$ cat src/mips_subset_execute_macros.svh
// Assertion macros shared by the execute block modules.
// Each macro expects clk and rst_n in scope of the including module.
`ifndef MIPS_SUBSET_EXECUTE_MACROS_SVH
`define MIPS_SUBSET_EXECUTE_MACROS_SVH

// condition must hold every cycle out of reset
`define MSE_ASSERT_ALWAYS(label, cond, msg) \
    label: assert property (@(posedge clk) disable iff (!rst_n) (cond)) else $error(msg);

// same-cycle implication
`define MSE_ASSERT_IMPLIES(label, ante, cons, msg) \
    label: assert property (@(posedge clk) disable iff (!rst_n) (ante) |-> (cons)) \
        else $error(msg);

// next-cycle implication
`define MSE_ASSERT_NEXT(label, ante, cons, msg) \
    label: assert property (@(posedge clk) disable iff (!rst_n) (ante) |=> (cons)) \
        else $error(msg);

`endif

$ cat src/mse_pkg.sv
// Shared types and constants for the MIPS subset execute block.
// No dependencies; used by every module and the top level.
package mse_pkg;

    localparam int REG_COUNT = 32;
    localparam int REG_AW    = $clog2(REG_COUNT);
    localparam int XLEN      = 32;

    // configuration port: two 32-bit registers at byte offsets 0 and 4
    localparam int PADDR_W   = 3;
    localparam int CFG_IDX_W = PADDR_W - 2;
    localparam logic [CFG_IDX_W-1:0] CFG_START_PC   = 1'b0;
    localparam logic [CFG_IDX_W-1:0] CFG_INITIAL_SP = 1'b1;

    localparam logic [XLEN-1:0] START_PC_RESET   = 32'h0040_0000;
    localparam logic [XLEN-1:0] INITIAL_SP_RESET = 32'h7FFF_EFFC;
    localparam logic [XLEN-1:0] PC_STEP          = 32'd4;

    localparam logic [REG_AW-1:0] REG_ZERO = 5'd0;
    localparam logic [REG_AW-1:0] REG_V0   = 5'd2;
    localparam logic [REG_AW-1:0] REG_A0   = 5'd4;
    localparam logic [REG_AW-1:0] REG_A1   = 5'd5;
    localparam logic [REG_AW-1:0] REG_SP   = 5'd29;
    localparam logic [REG_AW-1:0] REG_RA   = 5'd31;

    // primary opcodes
    localparam logic [5:0] OP_SPECIAL = 6'h00;
    localparam logic [5:0] OP_J       = 6'h02;
    localparam logic [5:0] OP_JAL     = 6'h03;
    localparam logic [5:0] OP_BEQ     = 6'h04;
    localparam logic [5:0] OP_BNE     = 6'h05;
    localparam logic [5:0] OP_ADDI    = 6'h08;
    localparam logic [5:0] OP_ADDIU   = 6'h09;
    localparam logic [5:0] OP_ORI     = 6'h0D;
    localparam logic [5:0] OP_LUI     = 6'h0F;

    // SPECIAL function codes
    localparam logic [5:0] FN_JR   = 6'h08;
    localparam logic [5:0] FN_ADD  = 6'h20;
    localparam logic [5:0] FN_ADDU = 6'h21;
    localparam logic [5:0] FN_SUB  = 6'h22;
    localparam logic [5:0] FN_AND  = 6'h24;
    localparam logic [5:0] FN_OR   = 6'h25;
    localparam logic [5:0] FN_SLT  = 6'h2A;

    // syscall numbers taken from v0
    localparam logic [XLEN-1:0] SYS_PRINT_INT  = 32'd1;
    localparam logic [XLEN-1:0] SYS_PRINT_STR  = 32'd4;
    localparam logic [XLEN-1:0] SYS_READ_STR   = 32'd8;
    localparam logic [XLEN-1:0] SYS_EXIT       = 32'd10;
    localparam logic [XLEN-1:0] SYS_PRINT_CHAR = 32'd11;

    typedef enum logic [2:0] {
        EV_NONE        = 3'd0,
        EV_PRINT_INT   = 3'd1,
        EV_PRINT_STR   = 3'd2,
        EV_READ_STR    = 3'd3,
        EV_EXIT        = 3'd4,
        EV_PRINT_CHAR  = 3'd5,
        EV_BAD_SYSCALL = 3'd6,
        EV_ILLEGAL     = 3'd7
    } event_kind_t;

    typedef struct packed {
        logic              en;
        logic [REG_AW-1:0] addr;
        logic [XLEN-1:0]   data;
    } wb_t;

    typedef struct packed {
        logic [XLEN-1:0] next_pc;
        logic            handled;
        event_kind_t     kind;
        logic [XLEN-1:0] arg0;
        logic [XLEN-1:0] arg1;
        logic            set_exit;
    } exec_res_t;

endpackage

$ cat src/mse_ifs.sv
// Valid/ready channel interfaces for instruction requests and results.
// Widths follow the fixed field widths; no package dependency.
interface mse_instr_if;
    logic        valid;
    logic        ready;
    logic [31:0] instruction;

    modport source (output valid, output instruction, input ready);
    modport sink   (input valid, input instruction, output ready);
endinterface

interface mse_result_if;
    logic        valid;
    logic        ready;
    logic [31:0] next_pc;
    logic        handled;
    logic [2:0]  event_kind;
    logic [31:0] event_arg0;
    logic [31:0] event_arg1;
    logic        halted;

    modport source (output valid, output next_pc, output handled, output event_kind,
                    output event_arg0, output event_arg1, output halted, input ready);
    modport sink   (input valid, input next_pc, input handled, input event_kind,
                    input event_arg0, input event_arg1, input halted, output ready);
endinterface

$ cat src/mse_core.sv
// Decode and execute of one instruction word: next pc, event and writeback.
// Pure combinational; depends on mse_pkg.
module mse_core
    import mse_pkg::*;
(
    input  logic [XLEN-1:0] instruction,
    input  logic [XLEN-1:0] pc,
    input  logic [XLEN-1:0] a,
    input  logic [XLEN-1:0] b,
    input  logic [XLEN-1:0] v0,
    input  logic [XLEN-1:0] a0,
    input  logic [XLEN-1:0] a1,
    output exec_res_t       res,
    output wb_t             wb
);

    logic [5:0]        op;
    logic [5:0]        funct;
    logic [REG_AW-1:0] rt;
    logic [REG_AW-1:0] rd;
    logic [XLEN-1:0]   seq;
    logic [XLEN-1:0]   simm;
    logic [XLEN-1:0]   zimm;
    logic [XLEN-1:0]   br_target;
    logic [XLEN-1:0]   j_target;
    logic              illegal;

    assign op        = instruction[31:26];
    assign rt        = instruction[20:16];
    assign rd        = instruction[15:11];
    assign funct     = instruction[5:0];
    assign seq       = pc + PC_STEP;
    assign simm      = {{16{instruction[15]}}, instruction[15:0]};
    assign zimm      = {16'h0000, instruction[15:0]};
    assign br_target = seq + {simm[XLEN-3:0], 2'b00};
    assign j_target  = {seq[31:28], instruction[25:0], 2'b00};

    always_comb
    begin
        res.next_pc  = seq;
        res.handled  = 1'b0;
        res.kind     = EV_NONE;
        res.arg0     = '0;
        res.arg1     = '0;
        res.set_exit = 1'b0;
        wb.en        = 1'b0;
        wb.addr      = rd;
        wb.data      = a + b;
        illegal      = 1'b0;

        if (instruction == '0)
        begin
            // syscall, selected by v0
            res.arg0    = a0;
            res.arg1    = a1;
            res.handled = 1'b1;
            unique case (v0)
                SYS_PRINT_INT:  res.kind = EV_PRINT_INT;
                SYS_PRINT_STR:  res.kind = EV_PRINT_STR;
                SYS_READ_STR:   res.kind = EV_READ_STR;
                SYS_EXIT:
                begin
                    res.kind     = EV_EXIT;
                    res.set_exit = 1'b1;
                end
                SYS_PRINT_CHAR: res.kind = EV_PRINT_CHAR;
                default:
                begin
                    res.kind    = EV_BAD_SYSCALL;
                    res.handled = 1'b0;
                end
            endcase
        end
        else if (op == OP_SPECIAL)
        begin
            unique case (funct) inside
                FN_ADD, FN_ADDU:
                begin
                    wb.en   = 1'b1;
                    wb.data = a + b;
                end
                FN_SUB:
                begin
                    wb.en   = 1'b1;
                    wb.data = a - b;
                end
                FN_AND:
                begin
                    wb.en   = 1'b1;
                    wb.data = a & b;
                end
                FN_OR:
                begin
                    wb.en   = 1'b1;
                    wb.data = a | b;
                end
                FN_SLT:
                begin
                    wb.en   = 1'b1;
                    wb.data = {31'b0, $signed(a) < $signed(b)};
                end
                FN_JR:   res.next_pc = a;
                default: illegal = 1'b1;
            endcase
        end
        else
        begin
            unique case (op) inside
                OP_ADDI, OP_ADDIU:
                begin
                    wb.en   = 1'b1;
                    wb.addr = rt;
                    wb.data = a + simm;
                end
                OP_BEQ:
                begin
                    if (a == b)
                        res.next_pc = br_target;
                end
                OP_BNE:
                begin
                    if (a != b)
                        res.next_pc = br_target;
                end
                OP_ORI:
                begin
                    wb.en   = 1'b1;
                    wb.addr = rt;
                    wb.data = a | zimm;
                end
                OP_LUI:
                begin
                    wb.en   = 1'b1;
                    wb.addr = rt;
                    wb.data = {instruction[15:0], 16'h0000};
                end
                OP_J:    res.next_pc = j_target;
                OP_JAL:
                begin
                    wb.en       = 1'b1;
                    wb.addr     = REG_RA;
                    wb.data     = seq;
                    res.next_pc = j_target;
                end
                default: illegal = 1'b1;
            endcase
        end

        // illegal words leave all state alone and hold the pc
        if (illegal)
        begin
            res.next_pc = pc;
            res.kind    = EV_ILLEGAL;
            wb.en       = 1'b0;
        end

        if (wb.addr == REG_ZERO)
            wb.en = 1'b0;
    end

endmodule

$ cat src/mse_regfile.sv
// 32 x 32 register file: memory with registered reads of rs/rt, valid bits
// for the reset image, write bypass and copies of v0/a0/a1. Uses mse_pkg.
module mse_regfile
    import mse_pkg::*;
(
    input  logic              clk,
    input  logic              rst_n,
    input  logic              rd_en,
    input  logic [REG_AW-1:0] rs,
    input  logic [REG_AW-1:0] rt,
    input  wb_t               wb,
    input  logic              sp_load,
    input  logic [XLEN-1:0]   initial_sp,
    output logic [XLEN-1:0]   a,
    output logic [XLEN-1:0]   b,
    output logic [XLEN-1:0]   v0,
    output logic [XLEN-1:0]   a0,
    output logic [XLEN-1:0]   a1
);

`include "mips_subset_execute_macros.svh"

    logic [XLEN-1:0]      mem [REG_COUNT];
    logic [REG_COUNT-1:0] valid_reg;
    logic [REG_COUNT-1:0] valid_next;

    logic                 we;
    logic [REG_AW-1:0]    waddr;
    logic [XLEN-1:0]      wdata;

    logic [XLEN-1:0]      rd_a_reg;
    logic [XLEN-1:0]      rd_b_reg;
    logic                 a_zero_reg, a_byp_reg, a_vld_reg, a_sp_reg;
    logic                 b_zero_reg, b_byp_reg, b_vld_reg, b_sp_reg;
    logic [XLEN-1:0]      byp_data_reg;

    logic [XLEN-1:0]      v0_reg, a0_reg, a1_reg;

    assign we    = wb.en | sp_load;
    assign waddr = sp_load ? REG_SP : wb.addr;
    assign wdata = sp_load ? initial_sp : wb.data;

    always_ff @(posedge clk)
    begin
        if (we)
            mem[waddr] <= wdata;
        if (rd_en)
        begin
            rd_a_reg <= mem[rs];
            rd_b_reg <= mem[rt];
        end
    end

    // operand source flags, captured with the read
    always_ff @(posedge clk)
    begin
        if (rd_en)
        begin
            a_zero_reg   <= (rs == REG_ZERO);
            a_byp_reg    <= we && (waddr == rs);
            a_vld_reg    <= valid_reg[rs];
            a_sp_reg     <= (rs == REG_SP);
            b_zero_reg   <= (rt == REG_ZERO);
            b_byp_reg    <= we && (waddr == rt);
            b_vld_reg    <= valid_reg[rt];
            b_sp_reg     <= (rt == REG_SP);
            byp_data_reg <= wdata;
        end
    end

    always_comb
    begin
        valid_next = valid_reg;
        if (we)
            valid_next[waddr] = 1'b1;
    end

    always_ff @(posedge clk or negedge rst_n)
    begin
        if (!rst_n)
        begin
            valid_reg <= '0;
            v0_reg    <= '0;
            a0_reg    <= '0;
            a1_reg    <= '0;
        end
        else
        begin
            valid_reg <= valid_next;
            if (we && waddr == REG_V0)
                v0_reg <= wdata;
            if (we && waddr == REG_A0)
                a0_reg <= wdata;
            if (we && waddr == REG_A1)
                a1_reg <= wdata;
        end
    end

    // never-written entries read their reset image: zero, sp = initial_sp
    always_comb
    begin
        if (a_zero_reg)
            a = '0;
        else if (a_byp_reg)
            a = byp_data_reg;
        else if (a_vld_reg)
            a = rd_a_reg;
        else if (a_sp_reg)
            a = initial_sp;
        else
            a = '0;

        if (b_zero_reg)
            b = '0;
        else if (b_byp_reg)
            b = byp_data_reg;
        else if (b_vld_reg)
            b = rd_b_reg;
        else if (b_sp_reg)
            b = initial_sp;
        else
            b = '0;
    end

    assign v0 = v0_reg;
    assign a0 = a0_reg;
    assign a1 = a1_reg;

    `MSE_ASSERT_IMPLIES(a_no_r0_write, wb.en, wb.addr != REG_ZERO, "write to r0")
    `MSE_ASSERT_ALWAYS(a_single_writer, !(sp_load && wb.en), "sp load collides with writeback")
    `MSE_ASSERT_NEXT(a_valid_after_write, we, valid_reg[$past(waddr)], "valid bit not set")

endmodule

$ cat src/mips_subset_execute.sv
// Top level of the MIPS integer subset execute block.
// Depends on mse_pkg, mse_ifs (channels), mse_regfile and mse_core.
//
// instr_in carries one 32-bit instruction word per request; result_out returns
// exactly one result per instruction, in order: next pc, syscall handled flag,
// event kind with a0/a1, and the sticky halted flag.
// A request accepted into the input register executes from there into the
// result register. Throughput: one instruction per cycle unless result_out
// stalls; the register file read happens at accept, the writeback and pc
// update at execute, one instruction apart, with a bypass from the writeback
// port covering back-to-back dependences. When result_out stalls, the result
// register holds, the instruction in the input register waits, and
// instr_in.ready drops once that register is full. Reset: pc = start_pc, r29 =
// initial_sp, other registers zero, halted clear, both channels empty. The APB
// port writes start_pc (offset 0, also loads the pc) and initial_sp (offset 4,
// also loads r29); writes are to be made by the user while idle, not enforced.
module mips_subset_execute
    import mse_pkg::*;
(
    input  logic               clk,
    input  logic               rst_n,
    input  logic               psel,
    input  logic               penable,
    input  logic               pwrite,
    input  logic [PADDR_W-1:0] paddr,
    input  logic [XLEN-1:0]    pwdata,
    output logic [XLEN-1:0]    prdata,
    output logic               pready,
    mse_instr_if.sink          instr_in,
    mse_result_if.source       result_out
);

`include "mips_subset_execute_macros.svh"

    logic                 cfg_wr;
    logic [CFG_IDX_W-1:0] cfg_idx;

    logic [XLEN-1:0]      start_pc_reg;
    logic [XLEN-1:0]      initial_sp_reg;
    logic [XLEN-1:0]      pc_reg, pc_next;
    logic                 exit_reg, exit_next;

    logic                 in_valid_reg, in_valid_next;
    logic [XLEN-1:0]      instr_reg;
    logic                 out_valid_reg, out_valid_next;

    logic                 in_fire;
    logic                 exec_fire;

    logic [XLEN-1:0]      op_a, op_b, v0, a0, a1;
    exec_res_t            ex;
    wb_t                  core_wb;
    wb_t                  wb;

    logic [XLEN-1:0]      next_pc_reg;
    logic                 handled_reg;
    event_kind_t          kind_reg;
    logic [XLEN-1:0]      arg0_reg, arg1_reg;
    logic                 halted_reg;

    // configuration port
    assign pready  = 1'b1;
    assign cfg_idx = paddr[PADDR_W-1:2];
    assign cfg_wr  = psel & penable & pwrite & pready;

    always_comb
    begin
        unique case (cfg_idx)
            CFG_START_PC:   prdata = start_pc_reg;
            CFG_INITIAL_SP: prdata = initial_sp_reg;
            default:        prdata = '0;
        endcase
    end

    always_ff @(posedge clk or negedge rst_n)
    begin
        if (!rst_n)
        begin
            start_pc_reg   <= START_PC_RESET;
            initial_sp_reg <= INITIAL_SP_RESET;
        end
        else if (cfg_wr)
        begin
            if (cfg_idx == CFG_START_PC)
                start_pc_reg <= pwdata;
            if (cfg_idx == CFG_INITIAL_SP)
                initial_sp_reg <= pwdata;
        end
    end

    // handshake: input register feeds execute, result register feeds output
    assign exec_fire      = in_valid_reg && (!out_valid_reg || result_out.ready);
    assign instr_in.ready = !in_valid_reg || exec_fire;
    assign in_fire        = instr_in.valid && instr_in.ready;

    assign in_valid_next  = in_fire | (in_valid_reg & ~exec_fire);
    assign out_valid_next = exec_fire | (out_valid_reg & ~result_out.ready);

    always_comb
    begin
        pc_next = pc_reg;
        if (exec_fire)
            pc_next = ex.next_pc;
        else if (cfg_wr && cfg_idx == CFG_START_PC)
            pc_next = pwdata;
    end

    assign exit_next = exit_reg | (exec_fire & ex.set_exit);

    always_ff @(posedge clk or negedge rst_n)
    begin
        if (!rst_n)
        begin
            in_valid_reg  <= 1'b0;
            out_valid_reg <= 1'b0;
            pc_reg        <= START_PC_RESET;
            exit_reg      <= 1'b0;
        end
        else
        begin
            in_valid_reg  <= in_valid_next;
            out_valid_reg <= out_valid_next;
            pc_reg        <= pc_next;
            exit_reg      <= exit_next;
        end
    end

    always_ff @(posedge clk)
    begin
        if (in_fire)
            instr_reg <= instr_in.instruction;
        if (exec_fire)
        begin
            next_pc_reg <= ex.next_pc;
            handled_reg <= ex.handled;
            kind_reg    <= ex.kind;
            arg0_reg    <= ex.arg0;
            arg1_reg    <= ex.arg1;
            halted_reg  <= exit_next;
        end
    end

    always_comb
    begin
        wb    = core_wb;
        wb.en = core_wb.en & exec_fire;
    end

    mse_regfile u_regfile (
        .clk        (clk),
        .rst_n      (rst_n),
        .rd_en      (in_fire),
        .rs         (instr_in.instruction[25:21]),
        .rt         (instr_in.instruction[20:16]),
        .wb         (wb),
        .sp_load    (cfg_wr && cfg_idx == CFG_INITIAL_SP),
        .initial_sp (cfg_wr && cfg_idx == CFG_INITIAL_SP ? pwdata : initial_sp_reg),
        .a          (op_a),
        .b          (op_b),
        .v0         (v0),
        .a0         (a0),
        .a1         (a1)
    );

    mse_core u_core (
        .instruction (instr_reg),
        .pc          (pc_reg),
        .a           (op_a),
        .b           (op_b),
        .v0          (v0),
        .a0          (a0),
        .a1          (a1),
        .res         (ex),
        .wb          (core_wb)
    );

    assign result_out.valid      = out_valid_reg;
    assign result_out.next_pc    = next_pc_reg;
    assign result_out.handled    = handled_reg;
    assign result_out.event_kind = kind_reg;
    assign result_out.event_arg0 = arg0_reg;
    assign result_out.event_arg1 = arg1_reg;
    assign result_out.halted     = halted_reg;

    `MSE_ASSERT_NEXT(a_illegal_holds_pc, exec_fire && ex.kind == EV_ILLEGAL, pc_reg == $past(pc_reg), "illegal moved pc")
    `MSE_ASSERT_NEXT(a_halt_sticky, exit_reg, exit_reg, "halted flag cleared")
    `MSE_ASSERT_NEXT(a_exec_gives_result, exec_fire, out_valid_reg, "executed item has no result")
    `MSE_ASSERT_IMPLIES(a_handled_kind, ex.handled, ex.kind != EV_NONE && ex.kind != EV_BAD_SYSCALL && ex.kind != EV_ILLEGAL, "handled with bad kind")
    `MSE_ASSERT_IMPLIES(a_no_overrun, in_valid_reg && !exec_fire, !instr_in.ready, "input register overrun")

endmodule
$ cat src/flat_wrapper.sv
// flat-port wrapper written by rule: the top's interface ports become plain ports
module mips_subset_execute_flat import mse_pkg::*;
  (clk, rst_n, psel, penable, pwrite, paddr, pwdata, prdata, pready, instr_in_valid, instr_in_instruction, instr_in_ready, result_out_valid, result_out_next_pc, result_out_handled, result_out_event_kind, result_out_event_arg0, result_out_event_arg1, result_out_halted, result_out_ready);
  mse_instr_if instr_in_i ();
  mse_result_if result_out_i ();
  input  logic clk;
  input  logic rst_n;
  input  logic psel;
  input  logic penable;
  input  logic pwrite;
  input  logic [PADDR_W-1:0] paddr;
  input  logic [XLEN-1:0] pwdata;
  output logic [XLEN-1:0] prdata;
  output logic pready;
  input wire logic [$bits(instr_in_i.valid)-1:0] instr_in_valid;
  input wire logic [$bits(instr_in_i.instruction)-1:0] instr_in_instruction;
  output wire logic [$bits(instr_in_i.ready)-1:0] instr_in_ready;
  output wire logic [$bits(result_out_i.valid)-1:0] result_out_valid;
  output wire logic [$bits(result_out_i.next_pc)-1:0] result_out_next_pc;
  output wire logic [$bits(result_out_i.handled)-1:0] result_out_handled;
  output wire logic [$bits(result_out_i.event_kind)-1:0] result_out_event_kind;
  output wire logic [$bits(result_out_i.event_arg0)-1:0] result_out_event_arg0;
  output wire logic [$bits(result_out_i.event_arg1)-1:0] result_out_event_arg1;
  output wire logic [$bits(result_out_i.halted)-1:0] result_out_halted;
  input wire logic [$bits(result_out_i.ready)-1:0] result_out_ready;
  assign instr_in_i.valid = instr_in_valid;
  assign instr_in_i.instruction = instr_in_instruction;
  assign instr_in_ready = instr_in_i.ready;
  assign result_out_valid = result_out_i.valid;
  assign result_out_next_pc = result_out_i.next_pc;
  assign result_out_handled = result_out_i.handled;
  assign result_out_event_kind = result_out_i.event_kind;
  assign result_out_event_arg0 = result_out_i.event_arg0;
  assign result_out_event_arg1 = result_out_i.event_arg1;
  assign result_out_halted = result_out_i.halted;
  assign result_out_i.ready = result_out_ready;
  mips_subset_execute u_core (.clk(clk), .rst_n(rst_n), .psel(psel), .penable(penable), .pwrite(pwrite), .paddr(paddr), .pwdata(pwdata), .prdata(prdata), .pready(pready), .instr_in(instr_in_i), .result_out(result_out_i));
endmodule
$ cat config.mk
export PLATFORM = sky130hd
export DESIGN_NAME = mips_subset_execute_flat
export DESIGN_NICKNAME = d
export VERILOG_FILES = /design/src/mse_pkg.sv /design/src/mse_ifs.sv /design/src/mse_core.sv /design/src/mse_regfile.sv /design/src/mips_subset_execute.sv /design/src/flat_wrapper.sv
export VERILOG_INCLUDE_DIRS = /design/src /design/src/src
export SDC_FILE = /design/constraint.sdc
export NUM_CORES = 2
export LEC_CHECK = 0
export ABC_CLOCK_PERIOD_IN_PS = 6370
export BUFFER_PORTS_ARGS = -buffer_cell sky130_fd_sc_hd__buf_2
export CELL_PAD_IN_SITES_DETAIL_PLACEMENT = 0
export CELL_PAD_IN_SITES_GLOBAL_PLACEMENT = 1
export CORE_UTILIZATION = 45
export DETAILED_ROUTE_END_ITERATION = 10
export GPL_TIMING_DRIVEN = 0
export MAX_ROUTING_LAYER = met4
export PLACE_DENSITY_LB_ADDON = 0.1
export SETUP_SLACK_MARGIN = 0.5
export SLEW_MARGIN = 20
export SYNTH_ARGS = -nofsm -noshare
export SYNTH_HDL_FRONTEND = slang
export SYNTH_HIERARCHICAL = 1
export SYNTH_SLANG_ARGS = --single-unit
$ cat constraint.sdc
create_clock -name clk -period 6.37 [get_ports clk]
set_clock_uncertainty 0.2 [all_clocks]
set_input_delay 1.274 -clock clk [delete_from_list [all_inputs] [get_ports clk]]
set_output_delay 1.274 -clock clk [all_outputs]
set_load 0.05 [all_outputs]
==> results_dict.tcl <==
set metrics [dict create \
    synth-seq-cells 1488 \
    crit_path_max_fanout 35 \
    synthXorXnorAreaFrac 0.01399 \
    largest_reg_flops 1024 \
    met2_length_mm 169.9 \
    syn_area_um2 78890 \
    place_inst 8804 \
    hp-class "primary input to async pin" \
    routedLengthMet1_mm 143.8 \
    synth.most_common_cell "edfxtp_1" \
    cts_hold_buffers 0 \
    synthArstFlopShare 0.1526 \
    die_y_um 420.7 \
    htreeDepth 4 \
    routed.top_layer "met4" \
    rows 153 \
    insertion_delay_ns 0.83 \
    synth_area_leaders "edfxtp_1 (48%), mux2i_1 (13%), dfrtp_1 (6.2%)" \
    ios 210 \
    initial_core_util 0.4533 \
    rsz0062_at_grt "yes" \
    final_nets 7089 \
    post-dp-hpwl_mm 274.6 \
    cts_tree "done" \
    ir_worst_vdd_mv 0.2630 \
    routed_wl_mm 384.3 \
    cts_root_buf "clkbuf_16" \
    stdcell_count 9319 \
    coreArea_um2 174000 \
    cp_data_arrival_time_ns 6.78 \
    holdWs_ns 0.1835 \
    area_growth_pct 20.46 \
    fin_crit_sh 0.9880 \
    drive_above_1_share 0.2563 \
    finalMaxSlewViolations 0 \
    chipWidth_um 420.7 \
    dr.pass1.iters 6 \
    ant_nets 0 \
    drc 0 \
    synth_top_family_by_area "multiplexers" \
    synth_area_leader_cell "edfxtp_1" \
    grt_max_degree 77 \
    fmax_mhz 158.9 \
    wire_per_inst_um 41.24 \
    synth_nets 6443 \
    cap_violations 0 \
    avgSynthCellArea_um2 12.75 \
    synth_cell_types 106 \
    cts_inserted_buffers 163 \
    yosysWarnings 6 \
    synthFlopType "edfxtp_1" \
    post-place-ws_ns -2.250 \
    synth_common_cells "edfxtp_1 (1261), mux2i_1 (989), o22ai_1 (437)" \
    setup_violations 0 \
    synth-simple-area-share 0.07776 \
    portBuffers 205 \
    clockBufferDepth 3 \
    grt_pass1_wl_mm 500.6 \
    via_per_inst 6.713 \
    synth_compound_area_frac 0.1090 \
    syn_inst 6187 \
    finalWeightedCongestion 1.001 \
    wl_met3_mm 40.11 \
    setup_tns_ns 0 \
    synth-adder-area-share 0.02925 \
    clock_sinks 1488 \
    drtIter0Drc 9130 \
    antenna_found_initial 40 \
    clkTransAtPathRegs_ns 0.06 \
    placed_area_um2 85280 \
    regMostFlops "u_core/u_regfile/mem" \
    synth_top_area_frac 0.4800 \
    synthMuxAreaShare 0.1822 \
    worst_slack_ns 0.07631 \
    worstPathRequired_ns 6.86 \
    vias 62560 \
    leakage_uw 0.03708 \
    final_cell_area_um2 95020 \
    hold_violations 0 \
    critPathKind "flop to flop" \
    fin_crit_ns 6.294 \
    status "finished, final reports clean" \
    power-per-cell-area_nw_per_um2 311.1 \
    timing.slew.headroom 0.1275 \
    dieArea_um2 177000 \
    cp-end-kind "flop" \
    startpoint_type "flop" \
    grt-ovfl-total 0 \
    seq_area_frac_synth 0.5525 \
    synth_edf_count 1261 \
    grt_pass1_vias 58250 \
    tightest_slew_ns 1.304 \
    grtUsageTotal 0.4348 \
]
[metrics by stage]
| step | utilization | power (uW) |
|---|---|---|
| 2_1_floorplan | - | 15640 |
| 6_report | 0.5461 | 29570 |
| 3_5_place_dp | 0.4901 | 18660 |
| 5_1_grt | 0.5459 | 30120 |
| 4_1_cts | 0.5356 | 28900 |
| 3_3_place_gp | 0.4767 | 18540 |
[per-layer routing]
| metal | up-vias | track usage |
|---|---|---|
| met5 | - | - |
| li1 | 25510 | - |
| met3 | 1017 | 0.1005 |
| met2 | 4139 | 0.6477 |
| met4 | 0 | 0.2841 |
| met1 | 31900 | 0.5293 |
[cells in the final DEF (no fill, tap or decap), types with 28 or more instances in the layout]
cell	n
xnor2_1	69
dfrtp_1	197
nand2_1	216
nor2_4	44
nand2b_1	31
a21oi_2	37
nor4_1	89
clkbuf_16	169
buf_2	374
mux2i_1	989
buf_12	65
inv_1	126
dfstp_2	30
nand4_1	48
o21ai_1	49
xor2_1	46
nand3_1	76
nor2b_1	54
mux2_2	297
clkinv_1	34
a21oi_1	197
nand3b_1	36
a221oi_1	31
o21ai_0	124
a22oi_1	131
mux2_4	86
a21o_1	37
and3_1	28
ha_1	165
and2_1	75
buf_16	42
or2_2	38
buf_6	60
nor2_1	167
edfxtp_1	1261
o22ai_1	436
buf_4	150
clkbuf_1	162
[power breakdown]
part / internal (uW) / leakage (uW) / switching [uW]
Combinational: 2430 / 0.0200 / 5520
Clock: 5440 / 0.00260 / 4120
Sequential: 11600 / 0.0145 / 436
Total: 19500 / 0.0371 / 10100
[kinds of logic (layout without fill, tap and decap cells)]
group | count (synthesis) | count (layout)
and+or+nand+nor | 1113 | 1114
buffers and inverters | 576 | 1331
muxes | 1377 | 1403
adders and majority gates | 182 | 182
other | 1 | 26
DFF | 1488 | 1488
AOI/OAI and AO/OA | 1324 | 1324
xor gates and xnor gates | 126 | 126
[layout make-up]
| class | instances | area, um^2 |
|---|---|---|
| clock inverter | 83 | 825.8 |
| fill | 14690 | 78990 |
| buffer | 429 | 2411 |
| inverter | 147 | 569.3 |
| sequential | 1488 | 43580 |
| timing repair buffer | 454 | 4701 |
| multi-input combinational | 4150 | 35450 |
| antenna | 25 | 62.56 |
| clock buffer | 218 | 4511 |
| tap | 2325 | 2909 |
[worst max-delay path, cell delays in order (launching register included)]
cell and delay (ns):
edfxtp_1 0.51, clkbuf_1 0.40, nor2_1 0.49, nand2_1 0.10
a21oi_1 0.35, nand2_1 0.53, nand2_1 0.64, clkbuf_1 0.70
clkbuf_2 0.55, o21ai_0 0.47, mux2_2 0.78, mux2_2 0.43
[what timing repair did]
item	CTS	global route
hold endpoints to repair	0	0
pin swaps	68	84
gates cloned	23	7
gates resized for setup	296	216
setup endpoints to repair	2197	1446
buffers inserted	89	69
[path summary, 6_finish.rpt]
| kind | startpoint | endpoint | slack [ns] | cells past startpoint |
|---|---|---|---|---|
| setup / recovery | u_core/instr_reg[3]$_DFFE_PP_ | u_core/u_regfile/v0[1]$_DFFE_PN0P_ | 0.08 | 11 |
| hold / removal | rst_n | u_core/u_regfile/a0[26]$_DFFE_PN0P_ | 0.18 | 1 |
| setup reg to reg | u_core/instr_reg[3]$_DFFE_PP_ | u_core/u_regfile/v0[1]$_DFFE_PN0P_ | 0.08 | 11 |
| hold reg to reg | u_core/exit_reg$_DFF_PN0_ | u_core/exit_reg$_DFF_PN0_ | 0.28 | 1 |
| max in group asynchronous | rst_n | u_core/u_regfile/valid_reg[19]$_DFFE_PN0N_ | 4.64 | 3 |
| min in group clk | u_core/exit_reg$_DFF_PN0_ | u_core/exit_reg$_DFF_PN0_ | 0.28 | 1 |
Note: power is estimated with default switching activity, not from simulation.
